--- src/rtl/core/srpc_pkg.sv ---
// ----------------------------------------------------------------------------
// srpc_pkg
// Shared types, widths and codes of the stepper ramp pulse controller.
// ----------------------------------------------------------------------------
package srpc_pkg;

	localparam int TABLE_DEPTH_DEF = 256;

	localparam int CMD_W    = 3;
	localparam int IDX_W    = 8;
	localparam int PERIOD_W = 32;
	localparam int HOLD_W   = 16;
	localparam int OVR_W    = 16;
	localparam int PULSE_W  = 32;
	localparam int ENTRY_W  = PERIOD_W + HOLD_W;
	localparam int RSTATE_W = 2;

	localparam logic [IDX_W-1:0]   IDX_MAX   = '1;
	localparam logic [HOLD_W-1:0]  HOLD_MAX  = '1;
	localparam logic [OVR_W-1:0]   OVR_MAX   = '1;
	localparam logic [PULSE_W-1:0] PULSE_MAX = '1;

	// Command codes of an input transaction.
	localparam logic [CMD_W-1:0] CMD_TICK        = 3'd0;
	localparam logic [CMD_W-1:0] CMD_START       = 3'd1;
	localparam logic [CMD_W-1:0] CMD_RELEASE     = 3'd2;
	localparam logic [CMD_W-1:0] CMD_STOP        = 3'd3;
	localparam logic [CMD_W-1:0] CMD_SET_TARGET  = 3'd4;
	localparam logic [CMD_W-1:0] CMD_SET_PULSES  = 3'd5;
	localparam logic [CMD_W-1:0] CMD_WRITE_TABLE = 3'd6;
	localparam logic [CMD_W-1:0] CMD_SET_DIR     = 3'd7;

	// Ramp state codes as reported on the result.
	localparam logic [RSTATE_W-1:0] RS_STEADY   = 2'd0;
	localparam logic [RSTATE_W-1:0] RS_ACCEL    = 2'd1;
	localparam logic [RSTATE_W-1:0] RS_DECEL    = 2'd2;
	localparam logic [RSTATE_W-1:0] RS_STOPPING = 2'd3;

	typedef enum logic [3:0] {
		MODE_STEADY   = 4'b0001,
		MODE_ACCEL    = 4'b0010,
		MODE_DECEL    = 4'b0100,
		MODE_STOPPING = 4'b1000
	} mode_t;

	// Status of one transaction after its update, without the table period.
	typedef struct packed {
		logic                running;
		logic [IDX_W-1:0]    speed;
		logic [RSTATE_W-1:0] rstate;
		logic                halted;
		logic                dir;
	} status_t;

	function automatic logic [RSTATE_W-1:0] mode_code(mode_t m);
		logic [RSTATE_W-1:0] c;
		case (m)
			MODE_ACCEL:    c = RS_ACCEL;
			MODE_DECEL:    c = RS_DECEL;
			MODE_STOPPING: c = RS_STOPPING;
			default:       c = RS_STEADY;
		endcase
		return c;
	endfunction

endpackage

--- src/rtl/core/srpc_out_stage.sv ---
// ----------------------------------------------------------------------------
// srpc_out_stage
// Holds each transaction's status in a first stage while the table period is
// read, then in the output register until the receiver takes it.
// ----------------------------------------------------------------------------
module srpc_out_stage (
	input  logic                              clk,
	input  logic                              arst_n,
	input  logic                              in_valid,
	output logic                              in_stall,
	output logic                              accept,
	input  srpc_pkg::status_t                 status_d,
	input  logic [srpc_pkg::PERIOD_W-1:0]     cur_period,
	output logic                              out_valid,
	input  logic                              out_stall,
	output logic [srpc_pkg::PERIOD_W-1:0]     pulse_period,
	output srpc_pkg::status_t                 out_status
);

	logic                            valid_s1;
	srpc_pkg::status_t               status_s1;
	logic                            out_valid_q;
	srpc_pkg::status_t               out_status_q;
	logic [srpc_pkg::PERIOD_W-1:0]   out_period_q;
	logic                            advance;

	assign advance  = !out_valid_q || !out_stall;
	assign in_stall = valid_s1 && !advance;
	assign accept   = in_valid && !in_stall;

	always_ff @(posedge clk or negedge arst_n) begin
		if (!arst_n) begin
			valid_s1    <= 1'b0;
			out_valid_q <= 1'b0;
		end else begin
			if (advance) begin
				out_valid_q <= valid_s1;
			end
			// An empty first stage still takes a transaction while the output waits.
			if (advance || accept) begin
				valid_s1 <= accept;
			end
		end
	end

	// The read register still holds the entry of this status's index here.
	always_ff @(posedge clk) begin
		if (accept) begin
			status_s1 <= status_d;
		end
		if (advance && valid_s1) begin
			out_status_q <= status_s1;
			out_period_q <= cur_period;
		end
	end

	assign out_valid    = out_valid_q;
	assign out_status   = out_status_q;
	assign pulse_period = out_period_q;

	a_stall_cause: assert property (@(posedge clk) disable iff (!arst_n)
		in_stall |-> (valid_s1 && out_valid_q && out_stall))
		else $error("input stalled without a blocked result");

endmodule

--- config.mk ---
export PLATFORM = sky130hd
export DESIGN_NAME = srpc_out_stage
export DESIGN_NICKNAME = d
export VERILOG_FILES = /design/src/rtl/core/srpc_pkg.sv /design/src/rtl/core/srpc_out_stage.sv
export SDC_FILE = /design/constraint.sdc
export NUM_CORES = 1
export LEC_CHECK = 0
export BUFFER_PORTS_ARGS = -buffer_cell sky130_fd_sc_hd__buf_2
export CORE_ASPECT_RATIO = 1.25
export CORE_MARGIN = 1.5
export CORE_UTILIZATION = 25
export CTS_BUF_LIST = sky130_fd_sc_hd__clkbuf_4 sky130_fd_sc_hd__clkbuf_8
export DETAILED_ROUTE_END_ITERATION = 8
export REMOVE_ABC_BUFFERS = 1
export SLEW_MARGIN = 30
export SYNTH_ARGS = -nofsm -noshare
export SYNTH_HDL_FRONTEND = slang
export SYNTH_SLANG_ARGS = --single-unit
--- constraint.sdc ---
create_clock -name clk -period 12.92 [get_ports clk]
set_clock_uncertainty 0.05 [all_clocks]
set_input_delay 0.646 -clock clk [delete_from_list [all_inputs] [get_ports clk]]
set_output_delay 0.646 -clock clk [all_outputs]
set_load 0.01 [all_outputs]
Yosys cells after proc, flatten, opt, wreduce, memory -nomap -nowiden --
Index checks and enable logic that the tools add are counted.
Storage, ports and cells: bits in registers 60, latch bits 0, RAM bits 0, bits in read-only memories 0, input port bits 49, output and inout bits 48, logic and storage cells 22, memories 0
Cells by class: add/sub/neg operators 0, $mul 0, div/mod/pow operators 0, order comparisons 0, equal/unequal tests 0, shift operators 0, mux-type cells 0, bitwise gates (word level) 0, reductions and logical operators 9
Operator list (count):
- $logic_not 1->1 | 4
- $logic_and 1x1->1 | 3
- $logic_or 1x1->1 | 2

Longest topological paths before layout --
depth in word-level cells 7, gate-level depth with buffers 2, gate-level depth less buffers 2

Least setup slack after synthesis --
OpenSTA, ideal clock, no wires.
path kind input port to flip-flop, from in out_stall, to reg out_status_q (netlist bit out_status[0]), enable pin, library setup time 0.516 ns, arrival time 3.929 ns, required time 12.354 ns, setup slack 8.424 ns, cell stages on the path 1, buffers on the path 0, cells stage by stage a21boi_0
On the way: word-level cells in the longest chain between the ends 3
RTL lines:
- start: declaration | line srpc_out_stage.sv:15 | input logic out_stall,
- $logic_not 1->1 | line srpc_out_stage.sv:27 | assign advance = !out_valid_q || !out_stall;
- $logic_or 1x1->1 | line srpc_out_stage.sv:27
- $logic_and 1x1->1 | line srpc_out_stage.sv:51 | if (advance && valid_s1) begin
- end signal: assignment | line srpc_out_stage.sv:52 | out_status_q <= status_s1;
- end: declaration | line srpc_out_stage.sv:23 | srpc_pkg::status_t out_status_q;
Every way passes these cells. A chain may end at the register's enable or synchronous reset.

Worst setup path after layout --
from reg out_valid_q (netlist: out_valid), to out accept
On the way: word-level cells in the longest chain between the ends 6
RTL lines:
- start: declaration | line srpc_out_stage.sv:22 | logic out_valid_q;
- start signal: assignment | line srpc_out_stage.sv:37 | out_valid_q <= valid_s1;
- $logic_not 1->1 | line srpc_out_stage.sv:27
- $logic_or 1x1->1 | line srpc_out_stage.sv:27
- $logic_not 1->1 | line srpc_out_stage.sv:28 | assign in_stall = valid_s1 && !advance;
- $logic_and 1x1->1 | line srpc_out_stage.sv:28
- $logic_not 1->1 | line srpc_out_stage.sv:29 | assign accept = in_valid && !in_stall;
- $logic_and 1x1->1 | line srpc_out_stage.sv:29
- end: declaration | line srpc_out_stage.sv:11 | output logic accept,
Every way passes these cells.

==> out/results.ini <==
[critical_path]
crit_end = accept
reg2reg_to = out_status[5]
reg2reg_depth = 2
regToRegStartpoint = out_valid
critPathMaxFanout = 14
worstPathRequired_ns = 12.22
cp-start-kind = register
critPathLaunch = out_valid
worstSetupPathType = reg2out
cp-end-kind = output pin
cp.arrival_ns = 1.60
r2r_setup_slack_ns = 11.40

[synth]
synth_area_leaders = edfxtp_1, dfrtp_1, nand3_2, a21o_2, a21boi_0
syn_inst = 66
synth.top_cell.area_share_pct = 95.0
yosysMostFrequentCell = edfxtp_1
synth_top_area_cell = edfxtp_1
postSynthAreaPerCell_um2 = 27.8
muxShareOfSynthArea_pct = 0
synth_edf_count = 58
synth_seq_cells = 60
synthSimpleGateAreaFrac_pct = 1.23
synth_xor_area_share_pct = 0
synth_top_family_by_area = simple AND/OR/NAND/NOR gates
synth_area_um2 = 1830
synth_common_cells = edfxtp_1, dfrtp_1
synth_fa_ha_area_share_pct = 0
ys_warn_count = 0
synth.yosys.seq_area_share_pct = 97.7
synth.distinct_cells = 8
synth-main-ff-cell = edfxtp_1
synth_compound_area_share_pct = 0.887
synthArstFlopShare_pct = 3.33

[flow_run]
max-cap-violations = 0

[floorplanning]
core_um2 = 7020
start_util_pct = 26.1
ios = 97
std_cell_rows = 34
die_area_um2 = 7860
die_h_um = 98.8
die_w_um = 79.6

[global_routing]
grt_max_degree = 46
grt_pass1_vias = 1014
grt_usage_pct = 9.47
grt_pass1_wl_um = 5080
grt_overflow_total = 0
antenna_found_initial = 2

[power_and_ir_drop]
p_per_area_nw_per_um2 = 174
p_leak_nw = 1.11
ir_drop_mv = 0.115

[drt]
wl_per_cell_um = 12.8
antenna_left = 0
dr.pass1.iters = 3
drt-initial-drc-count = 32
drc = 0
routed_via_density = 3.72
drt-total-wl_um = 3460
num_vias = 1005

[placement]
io_buffers = 96
preCtsSetupSlack_ns = 10.64
place_congestion = 0.692

[clock_tree]
tritoncts = done
worstSkewPairLatency_ns = 0.33
htree_num_levels = 3
clock-root-buffer = clkbuf_8
clk_path_buf_depth = 2
cts_buffers = 9
cts.repair.resized = 0
cts_hold_buf = 0
clk_pin_slew_ns = 0.07
cts_setup_buffers = 0
clock-sinks = 60

[timing]
grt_setup_unrepaired = false
relSlewSlack_pct = 63.5
period_share_pct = 17.7
max_freq_ghz = 0.436
fin_setup_tns_ns = 0
worst_pin_slew_ns = 0.548
slew_viol_final = 0
fin_ws_ns = 10.63
hold_viol = 0
finalSetupViolations = 0
min_period_ns = 2.29

[run_status]
outcome = complete, no violations

[finish]
drive_above_1_share_pct = 64.8
area_growth_pct = 47.0
nets = 223

[hold_path]
min_path_type = in2async

worst min-delay path by stage:
stage                              from        endpoint  slack, ns  cells past startpoint
after floorplan                  arst_n       out_valid       0.30                      0
after global placement    status_s1[11]  out_status[11]       0.35                      0
after detailed placement   status_s1[7]   out_status[7]       0.35                      0
after CTS                        arst_n        valid_s1       0.01                      1
after global routing             arst_n        valid_s1      0.006                      1
final                            arst_n        valid_s1       0.03                      1
critical path, cell delays in order (launching register included):
cell and delay (ns):
dfrtp_1 0.44, nand3_2 0.11, and2_1 0.48, buf_2 0.23
area by class of cell:
cell class,count,area (um2)
multi-input combinational,5,50.0
clock buffer,9,124
antenna,1,2.50
sequential,60,1790
inverter,1,3.75
clock inverter,7,124
timing repair buffer,97,488
fill,671,4320
tap,90,113
registers in the layout, summed over array words and instances, names as in the netlist:
name,count
out_status,13
out_valid,1
pulse_period,32
valid_s1,1
status_s1,13
where the power goes:
part | leakage [nW] | switching, mW | internal [mW] | total, mW
combinational | 0.414 | 0.0180 | 0.0132 | 0.0312
sequential | 0.578 | 0.00345 | 0.230 | 0.234
clock | 0.120 | 0.0749 | 0.129 | 0.204
total | 1.11 | 0.0963 | 0.373 | 0.469
stage by stage:
step | cells | util, % | power, mW | instance area [um2] | hold slack, ns
final | 270 | 38.4 | 0.469 | 2700 | 0.0338
after global routing | 269 | 38.4 | 0.489 | 2690 | 0.00632
after global placement | 253 | 34.8 | 0.269 | 2450 | 0.352
after floorplan | 66 | - | 0.251 | 1830 | 0.300
after CTS | 269 | 38.4 | 0.478 | 2690 | 0.0109
after detailed placement | 253 | 34.8 | 0.271 | 2450 | 0.355
cell usage in the layout, fill, tap and decap left out, drive strengths merged:
cell and count:
nand3 1, diode 1, dfrtp 2, a21o 1, nand2b 1, and2 1
clkbuf 9, edfxtp 58, bufinv 3, clkinvlp 1, clkinv 2, inv 2
buf 97, a21boi 1
per-layer routing:
layer	part of all wire, %	GRT usage (%)	routed length (um)	vias to the layer above
met2	47	14.2	1610	69
met3	16	7.87	538	8
met4	1.6	5.26	54	2
met5	0.20	0	7	-
met1	36	8.85	1250	446
li1	-	-	-	480
kinds of logic (layout without fill, tap and decap cells):
kind of cell | after synthesis | count (layout)
DFF | 60 | 60
and+or+nand+nor | 3 | 3
AOI/OAI and AO/OA | 2 | 2
buffers and inverters | 1 | 114
other | 0 | 1
(Power assumes the default switching activity.)
